## src/hdl/grouped_variance_stddev_unit_assert.svh

```systemverilog
// Assertion macros shared by the grouped variance unit modules
`ifndef GROUPED_VARIANCE_STDDEV_UNIT_ASSERT_SVH
`define GROUPED_VARIANCE_STDDEV_UNIT_ASSERT_SVH

// Same-cycle implication, reset disables the check
`define GVS_ASSERT_NOW(lbl, clk, rst_n, ante, cons, msg) \
    lbl: assert property (@(posedge clk) disable iff (!rst_n) (ante) |-> (cons)) \
        else $error(msg);

// Next-cycle implication, reset disables the check
`define GVS_ASSERT_NEXT(lbl, clk, rst_n, ante, cons, msg) \
    lbl: assert property (@(posedge clk) disable iff (!rst_n) (ante) |=> (cons)) \
        else $error(msg);

`endif

```

## src/hdl/gvs_pkg.sv

```systemverilog
// Package: shared types, codes and constants of the grouped variance unit
`timescale 1ns / 1ps

package gvs_pkg;

    // Default sizing
    localparam int DEF_MAX_ITEMS  = 1024;
    localparam int DEF_MAX_GROUPS = 64;
    localparam int DEF_FRAC_BITS  = 16;

    // Fixed field widths
    localparam int SAMPLE_W = 32;
    localparam int KEY_W    = 32;
    localparam int IDX_IN_W = 10;
    localparam int RESULT_W = 32;
    localparam int DEV_W    = 64;
    localparam int ROOT_W   = 32;

    typedef logic [1:0] t_mode;
    typedef logic [1:0] t_status;
    typedef logic [1:0] t_res_sel;

    // Request modes
    localparam t_mode MODE_LOAD  = 2'd0;
    localparam t_mode MODE_QUERY = 2'd1;
    localparam t_mode MODE_CLEAR = 2'd2;
    localparam t_mode MODE_NONE  = 2'd3;

    // Response status codes
    localparam t_status ST_OK         = 2'd0;
    localparam t_status ST_BAD_INDEX  = 2'd1;
    localparam t_status ST_GROUP_FULL = 2'd2;
    localparam t_status ST_STORE_FULL = 2'd3;

    // Operation register values
    localparam logic OP_STDDEV   = 1'b0;
    localparam logic OP_VARIANCE = 1'b1;

    // Result source select
    localparam t_res_sel SEL_ZERO = 2'd0;
    localparam t_res_sel SEL_QUO  = 2'd1;
    localparam t_res_sel SEL_ROOT = 2'd2;

    // Controller to datapath commands
    typedef struct packed {
        logic     latch;
        logic     clear;
        logic     g_clr;
        logic     g_inc;
        logic     key_rd;
        logic     grp_new;
        logic     sum_rd;
        logic     ld_wr;
        logic     pa_wr;
        logic     i_clr;
        logic     i_inc;
        logic     val_rd;
        logic     mean_rd;
        logic     mul;
        logic     sq;
        logic     acc_wr;
        logic     set_computed;
        logic     slot_rd_q;
        logic     dev_rd_q;
        logic     div_start_mean;
        logic     div_start_q;
        logic     sqrt_start;
        logic     fin;
        t_status  fin_stat;
        t_res_sel fin_sel;
        logic     out_load;
    } t_cmd;

    // Datapath to controller status
    typedef struct packed {
        t_mode mode;
        logic  items_full;
        logic  groups_full;
        logic  g_end;
        logic  i_end;
        logic  idx_bad;
        logic  computed;
        logic  key_hit;
        logic  div_busy;
        logic  div_done;
        logic  sqrt_done;
        logic  op;
        logic  q_big;
        logic  out_free;
    } t_sts;

endpackage

```

## src/hdl/gvs_ctrl.sv

```systemverilog
// Controller: state machine sequencing loads, second pass and queries
`timescale 1ns / 1ps
`include "grouped_variance_stddev_unit_assert.svh"

module gvs_ctrl import gvs_pkg::*; (
    input  logic i_clk,
    input  logic i_rst_n,
    input  logic i_req_valid,
    output logic o_req_ready,
    input  t_sts i_sts,
    output t_cmd o_cmd
);

    localparam logic [4:0] S_IDLE    = 5'd0;
    localparam logic [4:0] S_DECODE  = 5'd1;
    localparam logic [4:0] S_LD_SCAN = 5'd2;
    localparam logic [4:0] S_LD_CMP  = 5'd3;
    localparam logic [4:0] S_LD_RD   = 5'd4;
    localparam logic [4:0] S_LD_WR   = 5'd5;
    localparam logic [4:0] S_PA_RD   = 5'd6;
    localparam logic [4:0] S_PA_DIV  = 5'd7;
    localparam logic [4:0] S_PA_WAIT = 5'd8;
    localparam logic [4:0] S_PB_RD   = 5'd9;
    localparam logic [4:0] S_PB_MEAN = 5'd10;
    localparam logic [4:0] S_PB_MUL  = 5'd11;
    localparam logic [4:0] S_PB_SQ   = 5'd12;
    localparam logic [4:0] S_PB_ACC  = 5'd13;
    localparam logic [4:0] S_Q_SLOT  = 5'd14;
    localparam logic [4:0] S_Q_DEV   = 5'd15;
    localparam logic [4:0] S_Q_DIV   = 5'd16;
    localparam logic [4:0] S_Q_DWAIT = 5'd17;
    localparam logic [4:0] S_Q_SQ    = 5'd18;
    localparam logic [4:0] S_DONE    = 5'd19;

    logic [4:0] r_state;
    logic [4:0] n_state;

    // Next state and commands
    always_comb begin
        n_state     = r_state;
        o_cmd       = '0;
        o_req_ready = 1'b0;
        unique case (r_state)
            S_IDLE: begin
                o_req_ready = 1'b1;
                if (i_req_valid) begin
                    o_cmd.latch = 1'b1;
                    n_state     = S_DECODE;
                end
            end
            S_DECODE: begin
                unique case (i_sts.mode)
                    MODE_LOAD: begin
                        if (i_sts.items_full) begin
                            o_cmd.fin      = 1'b1;
                            o_cmd.fin_stat = ST_STORE_FULL;
                            n_state        = S_DONE;
                        end else begin
                            o_cmd.g_clr = 1'b1;
                            n_state     = S_LD_SCAN;
                        end
                    end
                    MODE_QUERY: begin
                        if (i_sts.idx_bad) begin
                            o_cmd.fin      = 1'b1;
                            o_cmd.fin_stat = ST_BAD_INDEX;
                            n_state        = S_DONE;
                        end else if (i_sts.computed) begin
                            n_state = S_Q_SLOT;
                        end else begin
                            o_cmd.g_clr = 1'b1;
                            n_state     = S_PA_RD;
                        end
                    end
                    MODE_CLEAR: begin
                        o_cmd.clear = 1'b1;
                        o_cmd.fin   = 1'b1;
                        n_state     = S_DONE;
                    end
                    MODE_NONE: begin
                        o_cmd.fin = 1'b1;
                        n_state   = S_DONE;
                    end
                endcase
            end
            // Group lookup, one registered key read and compare per table entry
            S_LD_SCAN: begin
                if (i_sts.g_end) begin
                    if (i_sts.groups_full) begin
                        o_cmd.fin      = 1'b1;
                        o_cmd.fin_stat = ST_GROUP_FULL;
                        n_state        = S_DONE;
                    end else begin
                        o_cmd.grp_new = 1'b1;
                        n_state       = S_LD_WR;
                    end
                end else begin
                    o_cmd.key_rd = 1'b1;
                    n_state      = S_LD_CMP;
                end
            end
            S_LD_CMP: begin
                if (i_sts.key_hit) begin
                    n_state = S_LD_RD;
                end else begin
                    o_cmd.g_inc = 1'b1;
                    n_state     = S_LD_SCAN;
                end
            end
            S_LD_RD: begin
                o_cmd.sum_rd = 1'b1;
                n_state      = S_LD_WR;
            end
            S_LD_WR: begin
                o_cmd.ld_wr = 1'b1;
                o_cmd.fin   = 1'b1;
                n_state     = S_DONE;
            end
            // Second pass, part one: group means
            S_PA_RD: begin
                if (i_sts.g_end) begin
                    o_cmd.i_clr = 1'b1;
                    n_state     = S_PB_RD;
                end else begin
                    o_cmd.sum_rd = 1'b1;
                    n_state      = S_PA_DIV;
                end
            end
            S_PA_DIV: begin
                o_cmd.div_start_mean = 1'b1;
                n_state              = S_PA_WAIT;
            end
            S_PA_WAIT: begin
                if (i_sts.div_done) begin
                    o_cmd.pa_wr = 1'b1;
                    o_cmd.g_inc = 1'b1;
                    n_state     = S_PA_RD;
                end
            end
            // Second pass, part two: squared deviations per element
            S_PB_RD: begin
                if (i_sts.i_end) begin
                    o_cmd.set_computed = 1'b1;
                    n_state            = S_Q_SLOT;
                end else begin
                    o_cmd.val_rd = 1'b1;
                    n_state      = S_PB_MEAN;
                end
            end
            S_PB_MEAN: begin
                o_cmd.mean_rd = 1'b1;
                n_state       = S_PB_MUL;
            end
            S_PB_MUL: begin
                o_cmd.mul = 1'b1;
                n_state   = S_PB_SQ;
            end
            S_PB_SQ: begin
                o_cmd.sq = 1'b1;
                n_state  = S_PB_ACC;
            end
            S_PB_ACC: begin
                o_cmd.acc_wr = 1'b1;
                o_cmd.i_inc  = 1'b1;
                n_state      = S_PB_RD;
            end
            // Query answer
            S_Q_SLOT: begin
                o_cmd.slot_rd_q = 1'b1;
                n_state         = S_Q_DEV;
            end
            S_Q_DEV: begin
                o_cmd.dev_rd_q = 1'b1;
                n_state        = S_Q_DIV;
            end
            S_Q_DIV: begin
                o_cmd.div_start_q = 1'b1;
                n_state           = S_Q_DWAIT;
            end
            S_Q_DWAIT: begin
                if (i_sts.div_done) begin
                    if (i_sts.op == OP_VARIANCE || i_sts.q_big) begin
                        o_cmd.fin     = 1'b1;
                        o_cmd.fin_sel = SEL_QUO;
                        n_state       = S_DONE;
                    end else begin
                        o_cmd.sqrt_start = 1'b1;
                        n_state          = S_Q_SQ;
                    end
                end
            end
            S_Q_SQ: begin
                if (i_sts.sqrt_done) begin
                    o_cmd.fin     = 1'b1;
                    o_cmd.fin_sel = SEL_ROOT;
                    n_state       = S_DONE;
                end
            end
            S_DONE: begin
                if (i_sts.out_free) begin
                    o_cmd.out_load = 1'b1;
                    n_state        = S_IDLE;
                end
            end
            default: begin
                n_state = S_IDLE;
            end
        endcase
    end

    // State register
    always_ff @(posedge i_clk) begin
        if (!i_rst_n) begin
            r_state <= S_IDLE;
        end else begin
            r_state <= n_state;
        end
    end

    // Checks
    `GVS_ASSERT_NEXT(a_accept_decode, i_clk, i_rst_n, o_req_ready && i_req_valid, r_state == S_DECODE, "accepted request not decoded")
    `GVS_ASSERT_NEXT(a_fin_done, i_clk, i_rst_n, o_cmd.fin, r_state == S_DONE, "finished request not delivered")
    `GVS_ASSERT_NOW(a_div_free, i_clk, i_rst_n, o_cmd.div_start_mean || o_cmd.div_start_q, !i_sts.div_busy, "divider started while busy")

endmodule

```

## config.mk

```make
export PLATFORM = sky130hd
export DESIGN_NAME = gvs_ctrl
export DESIGN_NICKNAME = d
export VERILOG_FILES = /design/src/hdl/gvs_pkg.sv /design/src/hdl/gvs_ctrl.sv
export VERILOG_INCLUDE_DIRS = /design/src /design/src/hdl
export SDC_FILE = /design/constraint.sdc
export NUM_CORES = 1
export LEC_CHECK = 0
export ABC_AREA = 1
export ABC_CLOCK_PERIOD_IN_PS = 2100
export BUFFER_PORTS_ARGS = -buffer_cell sky130_fd_sc_hd__buf_2
export CORE_MARGIN = 1.5
export CORE_UTILIZATION = 46
export CTS_BUF_LIST = sky130_fd_sc_hd__clkbuf_8 sky130_fd_sc_hd__clkbuf_16
export CTS_CLUSTER_DIAMETER = 200
export CTS_CLUSTER_SIZE = 25
export DETAILED_ROUTE_END_ITERATION = 7
export PLACE_DENSITY = 0.84
export SYNTH_ARGS = -nofsm -noshare
export SYNTH_HDL_FRONTEND = slang
export SYNTH_SLANG_ARGS = --single-unit
```

## constraint.sdc

```tcl
create_clock -name i_clk -period 2.1 [get_ports i_clk]
set_input_delay 0.21 -clock i_clk [delete_from_list [all_inputs] [get_ports i_clk]]
set_output_delay 0.21 -clock i_clk [all_outputs]
set_load 0.005 [all_outputs]
```

# After elaboration in Yosys (flattened, before gate mapping)

Cells that the tools add are included.

Bits in latches: 0
Bits in read-only memories: 0
Bits in registers: 5
Bits in writable memories: 0
Memories: 0
Input port bits: 18
Output and inout port bits: 29
Word-level logic and storage cells: 101

Mux-type cells: 68
Shifts and indexed selects: 0
Multiply operators: 0
Equal/unequal tests: 27
Add/sub/neg operators: 0
Reduce and logical (&&, ||, !) cells: 5
Bitwise logic cells: 0
Magnitude comparators: 0
Divide/modulo/power cells: 0

Operator list:

| cell                 | count |
|---|---|
| $pmux W5 S20         | 1 |
| $mux W5              | 9 |
| $eq A5 B4 Y1 const B | 8 |
| $mux W1              | 37 |
| $eq A5 B3 Y1 const B | 4 |
| $eq A5 B5 Y1 const B | 4 |
| $mux W3              | 6 |
| $pmux W5 S3          | 1 |
| $pmux W2 S2          | 3 |
| $eq A5 B2 Y1 const B | 2 |
| $ne A2 B2 Y1 const B | 5 |
| $mux W2              | 4 |
| $mux W4              | 2 |
| $pmux W1 S2          | 3 |
| $eq A5 B1 Y1 const B | 1 |
| $logic_not A5 Y1     | 1 |
| $pmux W1 S5          | 1 |
| $reduce_and A5 Y1    | 1 |
| $eq A2 B2 Y1 const B | 2 |
| $pmux W1 S3          | 1 |
| $eq A2 B1 Y1 const B | 1 |
| $logic_not A2 Y1     | 1 |
| $reduce_or A2 Y1     | 1 |
| $logic_or A1 B1 Y1   | 1 |

# Depth between registers and ports, before layout

Gate-level depths: netlist of the first run.

Depth in word-level cells: 4
Gate-level depth with buffers: 10
Depth with buffers taken out: 10

# Worst setup path after synthesis of the first run

Ideal clock, no wire load.

Path type: flip-flop to flip-flop
Start: register r_state[2]
End: register r_state[4]
Data required time: 1984 ps
Path buffers: 1
Cell stages (with the launch flop): 10
Slack: 851 ps
Data arrival time: 1133 ps
Period minus slack after synthesis: 1249 ps
Cells stage by stage: dfxtp_1 > nor2_1 > buf_6 > nand2_2 > nor2_2 > nand2_1 > nand3_1 > nor2_2 > o21ai_0 > nor2_1

Longest elaborated chain between the ends: 3
Elaborated cells between the ends (all ways): 27
Classes of those cells: eq/ne (24); mux (1); reduce/logical (2)

RTL lines:

| element                              | line            | text |
|---|---|---|
| start, declared                      | gvs_ctrl.sv:35  | `logic [4:0] r_state;` |
| start signal, assigned               | gvs_ctrl.sv:216 | `r_state <= n_state;` |
| $eq A5 B4 Y1 (tied with other cells) | gvs_ctrl.sv:43  | `unique case (r_state)` |
| $ne A2 B2 Y1 (no line)               | -               |  |
| $reduce_and A5 Y1 (no line)          | -               |  |

Several ways; a longest one is shown, not always the timed one.
A chain may end at the register's enable or synchronous reset.

==> impl_metrics.ini, run 1 <==
[worst_setup_path]
crit_fanout = 6
rr_worst_depth = 7
critical_path_class = flop to primary output
endpoint_kind = primary output
slowest_delay_ns = 0.33
crit_path_frequent_cell = nor2_1
r2r_end = r_state[4]
cp.arrival_ns = 1.69
crit_chain = nor2_1 > buf_4 > nand4_1 > nor2_1 > nor3_1 > nand3_1 > buf_2
start_kind = flop
r2r_start = r_state[2]
cp.required_ns = 1.89
slowest_stage = nor2_1
r2r_slack_ns = 0.43

[cts]
cts-hold-fix-buffers = 0
clkSinkCount = 5
path_clk_slew_ns = 0.03
post_cts_resized = 0
clock-root-buffer = clkbuf_8
insertion_delay_ns = 0.22
ctsHtreeMaxLevel = 1
cts_buffers = 3
post-cts-setup-buffers = 0
cts_tree = done
cts_buffer_depth = 2

[logic_synthesis]
synth_edf_count = 0
post-synth-top-area-cell = nand2_1
ys_top_cells_by_count = nand2_1 (37), nor2_1 (32), inv_1 (25), nand3_1 (19), nor3_1 (10)
ys_ff_latch = 5
syn_nets = 178
syn_inst = 160
avgSynthCellArea_um2 = 4.99
synth_most_common_cell = nand2_1
netlist_area_um2 = 798
synth_top_area_share_pct = 17.4
seq_area_frac_synth_pct = 12.5
yosysUniqueCellTypes = 21
synth_area_leaders = nand2_1 (17%), nor2_1 (15%), dfxtp_1 (13%), nand3_1 (12%), inv_1 (12%)
synth-main-ff-cell = dfxtp_1
async_reset_ff_share_pct = 0
yosys_warnings = 0

[routing]
drt_wl_total_um = 2630
top_layer = met4
wl_per_cell_um = 11.8
dr_wl_met3_um = 275
drtIter0Drc = 72
vias = 1189
wl_met2_um = 1310
route.detailed.drc = 3
wl_met1_um = 1020
first_pass_iters = 6
vias_per_cell = 5.31
ant_nets = 0

[placed_design]
numPortBuffers = 45
dp_cells = 220
gp_congestion = 0.980
hpwl_um = 2220

[sta]
worstMarginPinSlew_ns = 0.411
skew_ns = 0.00433
rsz0062_at_grt = no
min_period_ns = 1.90
hold_ws_ns = 0.202
slew_violations = 0
fmax_ghz = 0.526
timing.final.hold_violations = 0
setup_violations = 0
slew_headroom_pct = 72.5
layout_worst_path_cycle_share_pct = 90.6
tns_ns = 0

[layout]
regArea_um2 = 100
finalNetCount = 227
drive_above_1_share_pct = 29.3
areaGrowthSynthToFinish_pct = 35.3
largest_reg_flops = 5
fill_cells = 164
diodes = 0
reg_top3 = r_state x5
final_cells = 224
largest_register = r_state
multi_input_area_um2 = 577
post-route-util_pct = 69.3

[power_and_ir_drop]
leakagePower_nw = 0.735
p_clk_share_pct = 17.5
swShare_pct = 52.1
ir_drop_mv = 0.662
combinationalPowerShare_pct = 66.2
p_per_area_mw_per_mm2 = 910
pwr-share-seq_pct = 16.3
switching_power_w = 0.000512
internal_power_w = 0.000471

[floorplan]
fp.dieW_um = 44.7
die-area_mm2 = 0.00199
start_util_pct = 51.2
ioPinCount = 47
die_h_um = 44.7
num_rows = 14
core-area_mm2 = 0.00156

[min_path]
hold-path-endpoint = r_state[3]
whs_path_depth = 3
hp-start = i_rst_n
hold_class = input pin to flop

[global_route]
overflow = 0
antenna_found_initial = 0
grt_pass1_wl_um = 4310
grt_pass1_vias = 1069
track_usage_pct = 28.7
grt_max_degree = 11

[run_status]
status = finished with violations
failed_checks = design-rule violations

[job]
maxCapViolations = 0
-- area by class of cell --
cell class              count  area share, %
well taps                  16           1.85
clock buffers               3           3.82
clock inverters             1          0.348
flip-flops and latches      5           9.27
multi-input cells         126           53.4
inverters                  26           9.04
repair buffers             47           22.2
-- stage by stage --
stage               setup slack [ns]  cell area, µm²  power, W
floorplan                      0.851             798  0.000600
global placement               0.510            1030  0.000782
detailed placement             0.468            1030  0.000798
CTS                            0.237            1080  0.000974
global route                  0.0826            1080   0.00108
finish                         0.198            1080  0.000983
-- power by group through the flow --
stage	clock (W)	sequential (W)	combinational, W
4_1_cts	0.000175	0.000159	0.000641
3_5_place_dp	0	0.000160	0.000638
6_report	0.000172	0.000160	0.000650
3_3_place_gp	0	0.000157	0.000625
2_1_floorplan	0	0.000152	0.000449
5_1_grt	0.000185	0.000163	0.000729
-- logic make-up after synthesis --
logic type,after synthesis,share of synthesized area (%)
AOI/OAI and AO/OA,13,9.25
and+or+nand+nor,113,63.0
buffers and inverters,29,15.2
DFF,5,12.5
-- metal layers --
| layer | track usage [%] | vias up |
|---|---|---|
| met5 | 0 | - |
| met4 | 12.7 | 0 |
| met3 | 4.49 | 4 |
| met2 | 48.1 | 69 |
| met1 | 35.7 | 509 |
| li1 | - | 607 |
-- critical path, delay by kind of cell, from the launching register on --
family / cells / cell delay (ns)
flops: 1 / 0.32
buf+inv: 2 / 0.34
simple gates: 5 / 0.81
-- layout by cell type, fill, tap and decap left out, drive strengths merged --
cell / Yosys / final
clkbuf: 0 / 3
nor3b: 1 / 1
nand3b: 3 / 3
inv: 26 / 27
dfxtp: 5 / 5
o21ai: 8 / 8
buf: 3 / 47
a21oi: 4 / 4
nand2: 40 / 40
o32a: 1 / 1
nor3: 10 / 10
nor2: 37 / 37
nand3: 19 / 19
or2: 1 / 1
nand4: 2 / 2
-- worst max-delay path by stage --
stage	from	endpoint	slack, ns	cells after the start
global route	r_state[2]	o_cmd[5]	0.08	7
detailed placement	r_state[2]	r_state[4]	0.47	7
floorplan	r_state[2]	r_state[4]	0.85	9
CTS	r_state[2]	o_cmd[5]	0.24	7
global placement	r_state[2]	o_cmd[5]	0.51	7
finish	r_state[2]	o_cmd[5]	0.20	7
Note: power is estimated with default switching activity, not from simulation.
==> inputs of run 2 (changes only) <==
- CELL_PAD_IN_SITES_DETAIL_PLACEMENT: unset -> 1
- CELL_PAD_IN_SITES_GLOBAL_PLACEMENT: unset -> 2
- CORE_ASPECT_RATIO: unset -> 0.7
- CORE_UTILIZATION: 46 -> 20
- GPL_ROUTABILITY_DRIVEN: unset -> 0
- PLACE_DENSITY: 0.84 -> unset
- PLACE_DENSITY_LB_ADDON: unset -> 0.1
==> impl_metrics.ini, run 2 (synthesis gave the netlist of run 1 again) <==
[placed_design]
place_ws_ns = 0.463
numPortBuffers = 45
hpwl_um = 3020

[routing]
vias = 1158
vias_per_cell = 4.49
route.detailed.drc = 0
first_pass_iters = 4
drtIter0Drc = 83
wl_per_cell_um = 13.1
drt_wl_total_um = 3390
ant_nets = 0

[run_status]
status = finished clean

[global_route]
grt_pass1_vias = 1165
overflow = 0
antenna_found_initial = 0
grt_pass1_wl_um = 5740
track_usage_pct = 16.4
grt_max_degree = 11

[sta]
skew_ns = 0.00238
fin_ws_ns = 0.240
timing.final.hold_violations = 0
tns_ns = 0
layout_worst_path_cycle_share_pct = 88.6
worstMarginPinSlew_ns = 0.413
slew_violations = 0
setup_violations = 0
fmax_ghz = 0.538
rsz0062_at_grt = no
min_period_ns = 1.86
slew_headroom_pct = 72.3

[power_and_ir_drop]
leakagePower_nw = 0.735
p_per_area_mw_per_mm2 = 901
power_w = 0.00101
ir_drop_mv = 0.443

[cts]
insertion_delay_ns = 0.22
post_cts_resized = 0
cts_buffer_depth = 2
ctsHtreeMaxLevel = 1
clock-root-buffer = clkbuf_8
clkSinkCount = 5
cts-hold-fix-buffers = 0
post-cts-setup-buffers = 0
path_clk_slew_ns = 0.04
cts_tree = done
cts_buffers = 3

[worst_setup_path]
crit_fanout = 7
endpoint_kind = primary output
start_kind = flop
critical_path_class = flop to primary output
cp.required_ns = 1.89
cp.arrival_ns = 1.65

[job]
maxCapViolations = 0

[layout]
regArea_um2 = 100
largest_register = r_state
areaGrowthSynthToFinish_pct = 40.6
reg_top3 = r_state x5
drive_above_1_share_pct = 29.3
multi_input_area_um2 = 577
finalNetCount = 227
largest_reg_flops = 5
fill_cells = 541
final_cell_mix = buf_2 (45), nand2_1 (37), nor2_1 (32)
final_common_cell = buf_2
diodes = 0

[floorplan]
ioPinCount = 47
num_rows = 18
die_h_um = 55.9
core-area_mm2 = 0.00367
fp.dieW_um = 78.5
die-area_mm2 = 0.00439
start_util_pct = 21.7

[min_path]
hold_class = input pin to flop
==> run 2: cell counts in the layout (fill, tap and decap cells not counted) <==
No cell type changed its count.
==> run 2: metal layers <==
| metal | global-route usage [%] | share of wire [%] | vias up |
|---|---|---|---|
| met5 | 0 | 0 | - |
| met4 | 3.06 | 0.24 | 0 |
| met3 | 1.15 | 4.7 | 2 |
| met2 | 24.5 | 42 | 28 |
| met1 | 25.4 | 53 | 522 |
| li1 | - | - | 606 |
==> run 2: critical path: stages, from the launching register on <==
cell and delay, ns:
dfxtp_1 0.48, nand2_1 0.12, nor2_1 0.28, nand2_1 0.21
o21ai_0 0.20, buf_2 0.14
==> run 2: path summary, 6_finish.rpt <==
kind | start | endpoint | slack (ns) | depth (start not counted)
setup / recovery | r_state[0] | o_cmd[4] | 0.24 | 5
hold / removal | i_rst_n | r_state[3] | 0.21 | 3
setup reg to reg | r_state[0] | r_state[2] | 0.49 | 8
hold reg to reg | r_state[0] | r_state[0] | 0.62 | 2
==> run 2: power by group <==
group	leakage, nW	internal, W	switching (W)	total, W
logic	0.667	0.000221	0.000458	0.000679
clock network	0.0269	0.000125	0.0000429	0.000168
registers	0.0410	0.000124	0.0000410	0.000165
total	0.735	0.000470	0.000542	0.00101
==> run 2: cell type report <==
class,count,share of cell area [%]
clock buffer,3,3.68
clock inverter,1,0.334
inverter,26,8.70
multi-input combinational,126,51.4
sequential,5,8.92
tap,50,5.57
timing repair buffer,47,21.4
==> run 2: per-stage QoR <==
stage	cells	utilization (%)	area (µm²)	hold WS, ns
finish	258	30.6	1120	0.215
global placement	254	29.3	1080	0.421
floorplan	160	-	798	0.308
CTS	258	30.6	1120	0.221
global route	258	30.6	1120	0.238
detailed placement	254	29.3	1080	0.444
